File: config.mk
export PLATFORM = sky130hd
export DESIGN_NAME = bounded_array_list_core
export DESIGN_NICKNAME = d
export VERILOG_FILES = /design/src/rtl/bal_pkg.sv /design/src/rtl/bal_cell.sv /design/src/rtl/bounded_array_list_core.sv
export SDC_FILE = /design/constraint.sdc
export NUM_CORES = 1
export LEC_CHECK = 0
export BUFFER_PORTS_ARGS = -buffer_cell sky130_fd_sc_hd__clkbuf_2
export CAP_MARGIN = 20
export CORE_UTILIZATION = 45
export CTS_CLUSTER_DIAMETER = 60
export DETAILED_ROUTE_END_ITERATION = 10
export PLACE_DENSITY = 0.69
export SYNTH_ARGS = -nofsm -noshare
export SYNTH_HDL_FRONTEND = slang
export SYNTH_SLANG_ARGS = --single-unit
File: constraint.sdc
create_clock -name aclk -period 4.8 [get_ports aclk]
set_clock_uncertainty 0.05 [all_clocks]
set_input_delay 0.24 -clock aclk [delete_from_list [all_inputs] [get_ports aclk]]
set_output_delay 0.24 -clock aclk [all_outputs]
set_load 0.05 [all_outputs]
File: src/rtl/bal_pkg.sv
// ----------------------------------------------------------------------------
// bal_pkg
// shared types and constants for the bounded array list core
// ----------------------------------------------------------------------------
package bal_pkg;

    localparam int unsigned CAPACITY_DEF = 16;
    localparam int unsigned CMD_W        = 2;
    localparam int unsigned POS_W        = 5;
    localparam int unsigned DATA_W       = 32;
    localparam int unsigned COUNT_W      = 5;

    localparam logic [DATA_W-1:0] READ_FAIL = {DATA_W{1'b1}};

    typedef enum logic [CMD_W-1:0] {
        CMD_INSERT = 2'd0,
        CMD_REMOVE = 2'd1,
        CMD_SET    = 2'd2,
        CMD_GET    = 2'd3
    } cmd_t;

    // broadcast to every cell along the chain
    typedef struct packed {
        cmd_t              cmd;
        logic              exec;
        logic [DATA_W-1:0] value;
    } cell_ctrl_t;

endpackage

File: src/rtl/bal_cell.sv
// ----------------------------------------------------------------------------
// bal_cell
// one list slot: holds an entry and takes from its neighbours on insert/remove
// ----------------------------------------------------------------------------
module bal_cell #(
    parameter int unsigned INDEX = 0,
    parameter int unsigned PW    = 5
) (
    input  logic                          aclk,
    input  bal_pkg::cell_ctrl_t           ctrl,
    input  logic [PW-1:0]                 pos,
    input  logic [PW-1:0]                 count,
    input  logic [bal_pkg::DATA_W-1:0]    left_data,
    input  logic [bal_pkg::DATA_W-1:0]    right_data,
    output logic [bal_pkg::DATA_W-1:0]    data
);

    localparam logic [PW-1:0] MY_IDX  = PW'(INDEX);
    localparam logic [PW-1:0] MY_NEXT = PW'(INDEX + 1);

    logic [bal_pkg::DATA_W-1:0] data_reg;
    logic [bal_pkg::DATA_W-1:0] data_next;

    always_comb begin
        data_next = data_reg;
        if (ctrl.exec) begin
            case (ctrl.cmd)
                bal_pkg::CMD_INSERT: begin
                    if (MY_IDX == pos) begin
                        data_next = ctrl.value;
                    end else if (MY_IDX > pos && MY_IDX <= count) begin
                        data_next = left_data;
                    end
                end
                bal_pkg::CMD_REMOVE: begin
                    if (MY_IDX >= pos && MY_NEXT < count) begin
                        data_next = right_data;
                    end
                end
                bal_pkg::CMD_SET: begin
                    if (MY_IDX == pos) begin
                        data_next = ctrl.value;
                    end
                end
                default: begin
                    data_next = data_reg;
                end
            endcase
        end
    end

    always_ff @(posedge aclk) begin
        data_reg <= data_next;
    end

    assign data = data_reg;

endmodule

File: src/rtl/bounded_array_list_core.sv
// ----------------------------------------------------------------------------
// bounded_array_list_core
// fixed-capacity ordered list of 32-bit entries with positional insert/remove
// ----------------------------------------------------------------------------
// The list is a row of CAPACITY cells, one entry each. A command transaction
// is decoded and checked against the entry count in the cycle it is taken;
// every cell then decides locally whether to keep its entry, take its left
// neighbour's (insert), take its right neighbour's (remove) or load the
// command value, so a shift completes at once. Get reads the addressed cell
// through a mux. The result is registered on the m_ side and s_ready stays
// high while that register is empty or being drained, so one command is
// taken every cycle while m_ready is high, and a result appears in the next
// cycle. Rejected commands (full list, position out of range) leave the
// list untouched and return ok low; a rejected get returns -1. Entries hold
// no reset value; only positions below the count can ever be read.
// ----------------------------------------------------------------------------
module bounded_array_list_core #(
    parameter int unsigned CAPACITY = bal_pkg::CAPACITY_DEF
) (
    input  logic                                aclk,
    input  logic                                aresetn,
    input  logic                                s_valid,
    output logic                                s_ready,
    input  logic [bal_pkg::CMD_W-1:0]           s_command,
    input  logic [bal_pkg::POS_W-1:0]           s_position,
    input  logic signed [bal_pkg::DATA_W-1:0]   s_value,
    output logic                                m_valid,
    input  logic                                m_ready,
    output logic signed [bal_pkg::DATA_W-1:0]   m_read_value,
    output logic                                m_ok,
    output logic [bal_pkg::COUNT_W-1:0]         m_count
);

    // count width holds CAPACITY itself; compares run at the wider of count/position
    localparam int unsigned CW = $clog2(CAPACITY + 1);
    localparam int unsigned PW = (CW > bal_pkg::POS_W) ? CW : bal_pkg::POS_W;
    localparam int unsigned IW = $clog2(CAPACITY);
    localparam logic [PW-1:0] CAP_EXT = PW'(CAPACITY);

    logic                          accept;
    bal_pkg::cmd_t                 cmd;
    logic [PW-1:0]                 pos_ext;
    logic [PW-1:0]                 cnt_ext;
    logic                          legal;
    bal_pkg::cell_ctrl_t           ctrl;
    logic [bal_pkg::DATA_W-1:0]    cell_data [CAPACITY];
    logic [bal_pkg::DATA_W-1:0]    rd_data;

    logic [CW-1:0]                 count_reg, count_next;
    logic                          m_valid_reg, m_valid_next;
    logic [bal_pkg::DATA_W-1:0]    rd_reg, rd_next;
    logic                          ok_reg, ok_next;
    logic [bal_pkg::COUNT_W-1:0]   m_count_reg, m_count_next;
    logic [PW-1:0]                 cnt_next_ext;

    // output register frees up when empty or drained this cycle
    assign s_ready = !m_valid_reg || m_ready;
    assign accept  = s_valid && s_ready;

    assign cmd     = bal_pkg::cmd_t'(s_command);
    assign pos_ext = PW'(s_position);
    assign cnt_ext = PW'(count_reg);

    // legality check against the current count
    always_comb begin
        case (cmd)
            bal_pkg::CMD_INSERT: legal = (pos_ext <= cnt_ext) && (cnt_ext < CAP_EXT);
            default:             legal = (pos_ext < cnt_ext);
        endcase
    end

    assign ctrl.cmd   = cmd;
    assign ctrl.exec  = accept && legal;
    assign ctrl.value = s_value;

    // chain of cells, neighbour data wired left and right
    for (genvar g = 0; g < CAPACITY; g++) begin : g_cell
        logic [bal_pkg::DATA_W-1:0] left_d;
        logic [bal_pkg::DATA_W-1:0] right_d;

        if (g == 0) begin : g_first
            assign left_d = s_value;
        end else begin : g_mid_l
            assign left_d = cell_data[g-1];
        end

        if (g == CAPACITY - 1) begin : g_last
            assign right_d = cell_data[g];
        end else begin : g_mid_r
            assign right_d = cell_data[g+1];
        end

        bal_cell #(
            .INDEX (g),
            .PW    (PW)
        ) u_cell (
            .aclk       (aclk),
            .ctrl       (ctrl),
            .pos        (pos_ext),
            .count      (cnt_ext),
            .left_data  (left_d),
            .right_data (right_d),
            .data       (cell_data[g])
        );
    end

    // read port for get, only meaningful when the position is below the count
    assign rd_data = cell_data[pos_ext[IW-1:0]];

    always_comb begin
        count_next   = count_reg;
        rd_next      = '0;
        if (ctrl.exec) begin
            case (cmd)
                bal_pkg::CMD_INSERT: count_next = count_reg + CW'(1);
                bal_pkg::CMD_REMOVE: count_next = count_reg - CW'(1);
                default:             count_next = count_reg;
            endcase
        end
        if (cmd == bal_pkg::CMD_GET) begin
            rd_next = legal ? rd_data : bal_pkg::READ_FAIL;
        end
    end

    assign cnt_next_ext = PW'(count_next);
    assign ok_next      = legal;
    assign m_count_next = cnt_next_ext[bal_pkg::COUNT_W-1:0];

    // result register handshake
    always_comb begin
        m_valid_next = m_valid_reg;
        if (accept) begin
            m_valid_next = 1'b1;
        end else if (m_ready) begin
            m_valid_next = 1'b0;
        end
    end

    always_ff @(posedge aclk) begin
        if (!aresetn) begin
            count_reg   <= '0;
            m_valid_reg <= 1'b0;
        end else begin
            count_reg   <= count_next;
            m_valid_reg <= m_valid_next;
        end
    end

    // result payload, loaded only when a transaction is taken
    always_ff @(posedge aclk) begin
        if (accept) begin
            rd_reg      <= rd_next;
            ok_reg      <= ok_next;
            m_count_reg <= m_count_next;
        end
    end

    assign m_valid      = m_valid_reg;
    assign m_read_value = rd_reg;
    assign m_ok         = ok_reg;
    assign m_count      = m_count_reg;

    // ------------------------------------------------------------------------
    // assertions
    // ------------------------------------------------------------------------
    a_count_bound: assert property (@(posedge aclk) disable iff (!aresetn)
        cnt_ext <= CAP_EXT)
        else $error("entry count beyond capacity");

    a_insert_grows: assert property (@(posedge aclk) disable iff (!aresetn)
        (ctrl.exec && cmd == bal_pkg::CMD_INSERT) |=> (count_reg == $past(count_reg) + CW'(1)))
        else $error("insert did not grow the list");

    a_reject_keeps: assert property (@(posedge aclk) disable iff (!aresetn)
        (accept && !legal) |=> (!m_ok && $stable(count_reg)))
        else $error("rejected command changed state or reported ok");

    a_get_fail: assert property (@(posedge aclk) disable iff (!aresetn)
        (accept && !legal && cmd == bal_pkg::CMD_GET) |=> (rd_reg == bal_pkg::READ_FAIL))
        else $error("rejected get did not return -1");

endmodule

After elaboration in Yosys (flattened, before gate mapping)
Cells that the tools add are included.
{"block": "totals", "elab_cells": 300, "register_bits": 556, "out_inout_bits": 40}
{"block": "op_classes", "n_bitwise": 1, "n_reduce_logical": 57, "magnitude_cmp": 66, "n_eq_ne": 65, "addsub": 2, "muxes": 88}
{"op": "32-bit two-way mux", "n": 66}
{"op": "32-bit case mux with 3 select lines", "n": 15}
{"op": "32-bit binary-select mux with 4-bit select", "n": 1}
{"op": "5-bit AND reduction", "n": 15}
{"op": "32-bit case mux with 2 select lines", "n": 1}
{"op": "2-bit by 1-bit inequality test with 1-bit output (second input constant)", "n": 31}
{"op": "3-bit by 1-bit inequality test with 1-bit output (second input constant)", "n": 16}
{"op": "4-bit by 5-bit == test with 1-bit output (first input constant)", "n": 8}
{"op": "4-bit by 5-bit > comparator with 1-bit output (first input constant)", "n": 8}
{"op": "4-bit by 5-bit less-or-equal comparator with 1-bit output (first input constant)", "n": 8}
{"op": "4-bit by 5-bit < comparator with 1-bit output (first input constant)", "n": 8}
{"op": "4-bit by 5-bit greater-or-equal comparator with 1-bit output (first input constant)", "n": 7}
{"op": "1-bit logical AND", "n": 34}
{"op": "3-bit by 5-bit == test with 1-bit output (first input constant)", "n": 4}
{"op": "3-bit by 5-bit greater-or-equal comparator with 1-bit output (first input constant)", "n": 4}
{"op": "3-bit by 5-bit > comparator with 1-bit output (first input constant)", "n": 4}
{"op": "3-bit by 5-bit less-or-equal comparator with 1-bit output (first input constant)", "n": 4}
{"op": "3-bit by 5-bit < comparator with 1-bit output (first input constant)", "n": 4}
{"op": "2-bit by 5-bit == test with 1-bit output (first input constant)", "n": 2}
{"op": "1-bit by 5-bit greater-or-equal comparator with 1-bit output (first input constant)", "n": 2}
{"op": "2-bit by 5-bit greater-or-equal comparator with 1-bit output (first input constant)", "n": 2}
{"op": "1-bit by 5-bit > comparator with 1-bit output (first input constant)", "n": 2}
{"op": "2-bit by 5-bit > comparator with 1-bit output (first input constant)", "n": 2}
{"op": "1-bit by 5-bit less-or-equal comparator with 1-bit output (first input constant)", "n": 2}
{"op": "23 further kinds", "n": 29}

Longest topological paths before layout
Gate-level depths: netlist (run 1).
{"block": "logic_depth", "depth_word": 5, "mapped_depth": 9, "ltp_nobuf": 8}

Modules after synthesis
From an unflattened synthesis (run 1), not the netlist that was laid out.
{"block": "unflattened", "cells_unflattened": 4006, "hier_area_um2": 40966.8}
{"module": "bounded_array_list_core", "area_each_um2": 6344.8, "instances": 1, "cells_each": 614, "seq_area_each_um2": 1261.2}
{"module": "bal_cell (g_cell[14].u_cell)", "area_each_um2": 2381.0, "instances": 1, "cells_each": 206, "seq_area_each_um2": 960.9}
{"module": "bal_cell (g_cell[9].u_cell)", "area_each_um2": 2304.7, "instances": 1, "cells_each": 241, "seq_area_each_um2": 960.9}
{"module": "bal_cell (g_cell[1].u_cell)", "area_each_um2": 2303.5, "instances": 1, "cells_each": 239, "seq_area_each_um2": 960.9}
{"module": "bal_cell (g_cell[5].u_cell)", "area_each_um2": 2299.7, "instances": 1, "cells_each": 238, "seq_area_each_um2": 960.9}
{"module": "bal_cell (g_cell[6].u_cell)", "area_each_um2": 2294.7, "instances": 1, "cells_each": 236, "seq_area_each_um2": 960.9}
{"module": "bal_cell (g_cell[0].u_cell)", "area_each_um2": 2275.9, "instances": 1, "cells_each": 208, "seq_area_each_um2": 960.9}
{"module": "bal_cell (g_cell[8].u_cell)", "area_each_um2": 2254.7, "instances": 1, "cells_each": 237, "seq_area_each_um2": 960.9}
{"module": "bal_cell (g_cell[3].u_cell)", "area_each_um2": 2153.3, "instances": 1, "cells_each": 209, "seq_area_each_um2": 960.9}
{"module": "bal_cell (g_cell[2].u_cell)", "area_each_um2": 2092.0, "instances": 1, "cells_each": 203, "seq_area_each_um2": 960.9}
{"module": "bal_cell (g_cell[7].u_cell)", "area_each_um2": 2085.8, "instances": 1, "cells_each": 195, "seq_area_each_um2": 960.9}
{"module": "bal_cell (g_cell[4].u_cell)", "area_each_um2": 2068.2, "instances": 1, "cells_each": 194, "seq_area_each_um2": 960.9}
{"module": "bal_cell (g_cell[12].u_cell)", "area_each_um2": 2064.5, "instances": 1, "cells_each": 207, "seq_area_each_um2": 960.9}
{"module": "bal_cell (g_cell[11].u_cell)", "area_each_um2": 2044.5, "instances": 1, "cells_each": 208, "seq_area_each_um2": 960.9}
{"module": "3 more rows"}

Worst setup path before layout (run 1)
No wires, ideal clock.
{"block": "synth_path", "path_type": "register to register", "start": "reg m_valid_reg (netlist: m_valid)", "end": "reg g_cell[15].u_cell.data_reg, in the netlist g_cell[15].u_cell.data[0], enable pin", "synth_period_minus_slack_ns": 5.184, "arrival_time_ns": 4.673, "setup_slack_ns": -0.384, "required_time_ns": 4.289, "path_stages_with_launch": 6, "path_buffers": 0, "path_cell_list": "dfxtp_1 nand2b_1 nand2_1 inv_1 nand2_1 nor3_1"}
{"block": "synth_via", "elab_chain_len": 5}
{"element": "from (decl)", "line": "bounded_array_list_core.sv:50", "rtl": "logic m_valid_reg, m_valid_next;"}
{"element": "from (signal assigned)", "line": "bounded_array_list_core.sv:145", "rtl": "m_valid_reg <= m_valid_next;"}
{"element": "1-bit logical NOT", "line": "bounded_array_list_core.sv:57", "rtl": "assign s_ready = !m_valid_reg || m_ready;"}
{"element": "1-bit logical OR", "line": "bounded_array_list_core.sv:57"}
{"element": "net s_ready", "line": "bounded_array_list_core.sv:23", "rtl": "output logic s_ready,"}
{"element": "1-bit logical AND", "line": "bounded_array_list_core.sv:58", "rtl": "assign accept = s_valid && s_ready;"}
{"element": "net accept", "line": "bounded_array_list_core.sv:40", "rtl": "logic accept;"}
{"element": "1-bit logical AND", "line": "bounded_array_list_core.sv:73", "rtl": "assign ctrl.exec = accept && legal;"}
{"element": "4-bit AND reduction (no line)"}
{"element": "to (signal assigned)", "line": "bal_cell.sv:53", "rtl": "data_reg <= data_next;"}
{"element": "to (decl)", "line": "bal_cell.sv:21", "rtl": "logic [bal_pkg::DATA_W-1:0] data_reg;"}
The timed path passes the listed nets, and every way through them passes these cells.
A chain may end at the register's enable or synchronous reset.

Worst setup path after layout (run 1)
{"block": "layout_path", "start": "reg count_reg[4] (netlist: cnt_ext[4])", "end": "reg g_cell[8].u_cell.data_reg, in the netlist g_cell[8].u_cell.data[27], enable pin"}
{"block": "layout_via", "elab_chain_len": 5}
{"element": "from (decl)", "line": "bounded_array_list_core.sv:49", "rtl": "logic [CW-1:0] count_reg, count_next;"}
{"element": "from (signal assigned)", "line": "bounded_array_list_core.sv:144", "rtl": "count_reg <= count_next;"}
{"element": "5-bit less-or-equal comparator / 5-bit < comparator (equally long branches)", "line": "bounded_array_list_core.sv:67", "rtl": "bal_pkg::CMD_INSERT: legal = (pos_ext <= cnt_ext) && (cnt_ext < CAP_EXT);"}
{"element": "1-bit logical AND", "line": "bounded_array_list_core.sv:67"}
{"element": "1-bit two-way mux", "line": "bounded_array_list_core.sv:66", "rtl": "case (cmd)"}
{"element": "1-bit logical AND", "line": "bounded_array_list_core.sv:73"}
{"element": "5-bit AND reduction (no line) (*)"}
{"element": "to (signal assigned)", "line": "bal_cell.sv:53"}
{"element": "to (decl)", "line": "bal_cell.sv:21"}
Mark *: on every way between the ends. The rest lies on a longest branch, timed or not.

==> results of run 1 <==
==> power by group through the flow <==
stage	registers [mW]	logic, mW	clock network, mW
2_1_floorplan	5.87	1.29	0
3_3_place_gp	5.81	1.89	0
3_5_place_dp	5.81	1.92	0
4_1_cts	5.72	1.93	4.90
5_1_grt	5.73	2.13	5.07
6_report	5.72	1.98	4.87
==> stage by stage <==
step                      TNS [ns]  setup slack, ns  power (mW)  hold WS (ns)   util
after floorplan              -1.12          -0.0118        7.16         0.319      -
after global placement           0             1.12        7.70         0.432  0.474
after detailed placement         0             1.06        7.74         0.428  0.474
after CTS                        0             1.05        12.5         0.153  0.501
after global routing             0            0.793        12.9         0.192  0.502
final                            0            0.917        12.6         0.178  0.502
==> critical path, delay by kind of cell, from the launching register on <==
family | cells | cell delay (ns)
fa+ha+maj | 1 | 0.40
buf+inv | 2 | 0.84
compound gates | 3 | 0.51
simple gates | 2 | 1.15
flops | 1 | 0.58
==> worst paths after layout <==
path / cells after the start / slack (ns) / endpoint
setup / recovery: 8 / 0.92 / g_cell[8].u_cell.data[27]
hold / removal: 2 / 0.18 / g_cell[0].u_cell.data[12]
setup reg to reg: 8 / 0.92 / g_cell[8].u_cell.data[27]
hold reg to reg: 2 / 0.56 / cnt_ext[0]
==> cells by family after synthesis <==
kind of cell,share of synthesized area
AO/OA/AOI/OAI,0.238
AND/OR/NAND/NOR,0.106
flip-flops,0.475
buffers and inverters,0.0460
multiplexers,0.130
adder cells (fa/ha/maj),0.00500
XOR/XNOR,0.000999
==> layout make-up <==
cell class,instances,area (sq um),share of cell area
inverter,17,63.8,0.00166
timing repair buffer,171,1300,0.0340
tap,1030,1290,0.0336
antenna,6,15.0,0.000391
sequential,556,16600,0.434
multi-input combinational,2406,17000,0.444
clock inverter,24,174,0.00453
clock buffer,85,1840,0.0479
==> cell usage after synthesis, types with 6 or more instances <==
library cell / instances
a211oi_1: 386
a21oi_1: 917
a22oi_1: 54
and2_0: 33
and2_1: 208
and3_1: 95
buf_1: 6
buf_2: 65
buf_4: 7
clkbuf_1: 306
dfxtp_1: 6
edfxtp_1: 550
ha_1: 14
inv_1: 16
mux2_2: 151
mux2i_1: 64
mux4_2: 98
nand2_1: 51
nand2b_1: 6
nand3_1: 50
nor2_1: 86
nor2b_1: 102
nor3_1: 6
o211ai_1: 11
o21ai_0: 23
==> routing by layer <==
metal  track usage  vias to the layer above  wire [um]
li1              -                    12730          -
met1         0.424                    14469      48000
met2         0.442                     2031      51700
met3        0.0749                      319      15100
met4         0.132                        0       5470
met5             0                        -          0
==> metrics.md, run 1 <==
| Metric | Value |
|---|---|
| Worst path cell trace | clkinv_1 -> ha_1 -> a21oi_1 -> o21ai_0 -> o21a_1 -> nor3_1 -> and3_2 -> buf_4 |
| Vias in the first global route | 27914 |
| Critical Path RT | 5.00 ns |
| Crit Path Category | register to register |
| Psw | 3.50 mW |
| Arr. time, crit path | 4.09 ns |
| Layout net count | 3275 |
| Top-area cell type share of the netlist area | 0.471 |
| Die Span Y | 281 um |
| Synth-to-layout area growth | 9.44% |
| Number of cells produced by synthesis | 3363 |
| HPWL after detailed placement | 71000 um |
| Startpoint Class | register |
| Most common cell after layout, fill and taps aside | a21oi_1 |
| Pleak | 12.5 nW |
| Routed vias/inst | 6.88 |
| Hold Crit Class | input pin to register |
| Internal | 9.07 mW |
| Router iterations before antenna repair | 8 |
| Status | finished, final reports clean |
| Final Slew Violations | 0 |
| Final setup fails | 0 |
| Ys Warns | 0 |
| Yosys reg bits | 556 |
| DR WL/cell | 28.0 um |
| Clock share of power | 0.388 |
| Layout cells sized above 1 | 0.170 |
| Fin crit period | 3.88 ns |
| Worst-path fanout max | 20 |
| Final Wtd Congestion | 0.934 |
| Clock buffer depth | 3 |
| Clk sink count | 556 |
| Gate power share | 0.158 |
| Synth Flop Type | edfxtp_1 |
| Grt total ovfl | 0 |
| Placed instance area | 0.0363 sq mm |
| Total GRT Usage | 0.302 |
| Hold_buf cts | 3 |
| Vias | 29549 |
| First-pass GRT wire length | 180000 um |
| CTS root buffer | clkbuf_16 |
| Core area | 0.0765 sq mm |
| Clock Latency Late Sink | 0.61 ns |
| PwrDens | 328 mW/mm^2 |
| Clk pin slew, worst setup/hold paths | 0.06 ns |
| Cell area after synthesis | 0.0351 sq mm |
| Yosys cell types | 55 |
| Die area | 0.0790 sq mm |
| Final instance area | 0.0384 sq mm |
| Port bufs | 82 |
| Commonest non-fill, non-tap cells in the layout | a21oi_1, edfxtp_1, a211oi_1 |
| Fillers | 6804 |
| Sequential share of power | 0.455 |
| Final ANT Viol Nets | 0 |
| Critical Path Max Stage Delay | 0.62 ns |
| Post-synthesis async set-or-reset flop share | 0 |
| Cell taking the most area after synthesis | edfxtp_1 |
| HP Start | s_value[12] |
| # rows | 101 |
| Iter 0 DRT Violations | 3956 |
| Worst Setup SP | cnt_ext[4] |
| Critical Path End Type | register |
| RR Startpoint | cnt_ext[4] |
| Worst slew pin tran | 1.15 ns |
| MaxCap Viol Count | 0 |
| Number of synthesized flops with an enable pin | 550 |
| Largest net degree at the start of global routing | 176 |
| Synth area leaders | edfxtp_1, a21oi_1, a211oi_1, mux4_2, mux2_2 |
| Register area share after synthesis | 0.475 |
| Final Hold Viols | 0 |
| Syn_nets | 3420 |
| Die X | 281 um |
| Max VDD drop | 0.249 mV |
| Slowest CP cell | and3_2 |
| Total CTS buffers | 66 |
| IO Pins | 83 |
| CTS tree | done |
| Syn_area_per_cell | 10.4 sq um |
| Max reg flops | 512 |
| Sw frac | 0.279 |
| Final Non-Filler Cells | 4295 |
| Post-CTS sizing | 0 |
| Initial core utilization | 0.459 |
| Post-CTS setup buffers | 0 |
| Post-Place Cells | 4175 |
| Relative slew margins | 0.236 |
| RSZ-0062 raised after global routing | false |
| Max Freq | 258 MHz |
| Final critical-path share of the clock period | 0.809 |
| Initial antenna violation count | 5 |
| Drt drc | 0 |
| CTS H-tree depth | 3 |
| WL final | 120000 um |
Note: power is estimated with default switching activity, not from simulation.
==> run 2, diff against run 1 <==
- PLACE_DENSITY: 0.69 -> 0.67
- clock period: 4.8 -> 3.7 ns (I/O delays scaled with it)
==> run 2 against run 1 <==
Against the previous run: sequential share of layout area is 0.55 points lower; sequential cell count unchanged; die area unchanged; final area up 1.3%; fmax is 12% higher; worst hold slack got worse by 0.051 ns; setup slack worse by 0.70 ns; critical path type unchanged; critical endpoint is now g_cell[12].u_cell.data[17]; largest cell class unchanged.
==> metrics.md, run 2 (synthesis gave the netlist of run 1 again) <==
| Metric | Value |
|---|---|
| Total CTS buffers | 66 |
| Arr. time, crit path | 3.67 ns |
| IO Pins | 83 |
| HPWL after detailed placement | 74600 um |
| Pleak | 12.8 nW |
| Die area | 0.0790 sq mm |
| RSZ-0062 raised after global routing | false |
| Critical Path RT | 3.89 ns |
| Core area | 0.0765 sq mm |
| Total GRT Usage | 0.319 |
| Clock buffer depth | 3 |
| Layout cells sized above 1 | 0.182 |
| MaxCap Viol Count | 0 |
| Vias | 30061 |
| First-pass GRT wire length | 187000 um |
| Vias in the first global route | 27565 |
| Fin crit period | 3.48 ns |
| Cell family with most CP delay | simple AND/OR/NAND/NOR gates |
| Buf/Inv on CP | 2 |
| Clk pin slew, worst setup/hold paths | 0.06 ns |
| Initial antenna violation count | 11 |
| Final instance area | 0.0389 sq mm |
| WL final | 127000 um |
| Post-Place Cells | 4224 |
| Routed vias/inst | 6.91 |
| Clock Latency Late Sink | 0.61 ns |
| Drt drc | 0 |
| Initial core utilization | 0.459 |
| Post-CTS sizing | 0 |
| Layout net count | 3322 |
| Synth-to-layout area growth | 10.9% |
| Commonest non-fill, non-tap cells in the layout | a21oi_1, edfxtp_1, a211oi_1 |
| Grt total ovfl | 0 |
| Final ANT Viol Nets | 0 |
| Die Span Y | 281 um |
| Port bufs | 82 |
| Crit Path Category | register to register |
| Clk sink count | 556 |
| Largest net degree at the start of global routing | 180 |
| Relative slew margins | 0.182 |
| Placed instance area | 0.0368 sq mm |
| CTS tree | done |
| Hold Crit Class | input pin to register |
| PwrDens | 423 mW/mm^2 |
| Final Non-Filler Cells | 4352 |
| Die X | 281 um |
| Iter 0 DRT Violations | 5137 |
| Router iterations before antenna repair | 6 |
| Most common cell after layout, fill and taps aside | a21oi_1 |
| Final critical-path share of the clock period | 0.940 |
| Max Freq | 287 MHz |
| Final Hold Viols | 0 |
| Critical Path Max Stage Delay | 0.70 ns |
| Status | finished, final reports clean |
| Startpoint Class | register |
| Final setup fails | 0 |
| CTS H-tree depth | 3 |
| Max reg flops | 512 |
| # rows | 101 |
| Slowest CP cell | or3_1 |
| Worst path cell trace | clkinv_1 -> ha_1 -> a21oi_1 -> o21ai_0 -> o21a_1 -> or3_1 -> nor3_2 -> buf_4 |
| Worst slew pin tran | 1.23 ns |
| Worst-path fanout max | 21 |
| Final Slew Violations | 0 |
| Final Wtd Congestion | 0.965 |
| CTS root buffer | clkbuf_16 |
| DR WL/cell | 29.2 um |
| Max VDD drop | 0.309 mV |
| Critical Path End Type | register |
-- run 2: cell type report --
cell class	instances	area (sq um)
Tap cell	1030	1290
Clock inverter	23	116
Sequential cell	556	16600
Timing Repair Buffer	218	1780
Antenna cell	9	22.5
Multi-Input combinational cell	2406	17100
Clock buffer	93	1900
Inverter	17	63.8
Fill cell	6753	37600
-- run 2: worst register-to-register path, cell delays in order, from the launching register on --
cell      delay (ns)
dfxtp_1         0.34
clkinv_1        0.22
ha_1            0.38
a21oi_1         0.14
o21ai_0         0.10
o21a_1          0.27
or3_1           0.70
nor3_2          0.33
buf_4           0.56
-- run 2: routing by layer --
layer / vias up / track usage / wire length (um)
li1: 12821 / - / -
met5: - / 0 / 13
met3: 378 / 0.0814 / 18700
met1: 14536 / 0.454 / 48500
met4: 2 / 0.140 / 5660
met2: 2324 / 0.456 / 54200
-- run 2: final timing paths --
kind	startpoint	to	slack, ns	depth (start not counted)
worst max-delay path	cnt_ext[4]	g_cell[12].u_cell.data[17]	0.22	8
worst min-delay path	s_value[10]	g_cell[15].u_cell.data[10]	0.13	2
worst max register to register	cnt_ext[4]	g_cell[12].u_cell.data[17]	0.22	8
worst min register to register	cnt_ext[0]	cnt_ext[0]	0.54	2
-- run 2: repair_timing --
action	in CTS	in global routing
endpoints found under the setup margin	0	0
setup buffers	0	0
hold buffers	3	0
hold endpoints to repair	6	0
-- run 2: stage by stage --
stage                     utilization  power (mW)  setup TNS [ns]  worst slack [ns]  hold WS, ns
after floorplan                     -        9.29         -103.21            -0.986        0.264
after global placement          0.481        10.1               0             0.401        0.372
after CTS                       0.508        16.4               0             0.328       0.0889
final                           0.508        16.4               0             0.221        0.127
after global routing            0.508        16.9               0            0.0636        0.124
after detailed placement        0.481        10.1               0             0.334        0.371
-- run 2: report_power, final --
group | switching, mW | leakage [nW] | internal [mW]
logic | 1.75 | 6.71 | 0.912
clock network | 2.76 | 0.986 | 3.59
registers | 0.144 | 5.08 | 7.28
total | 4.66 | 12.8 | 11.8
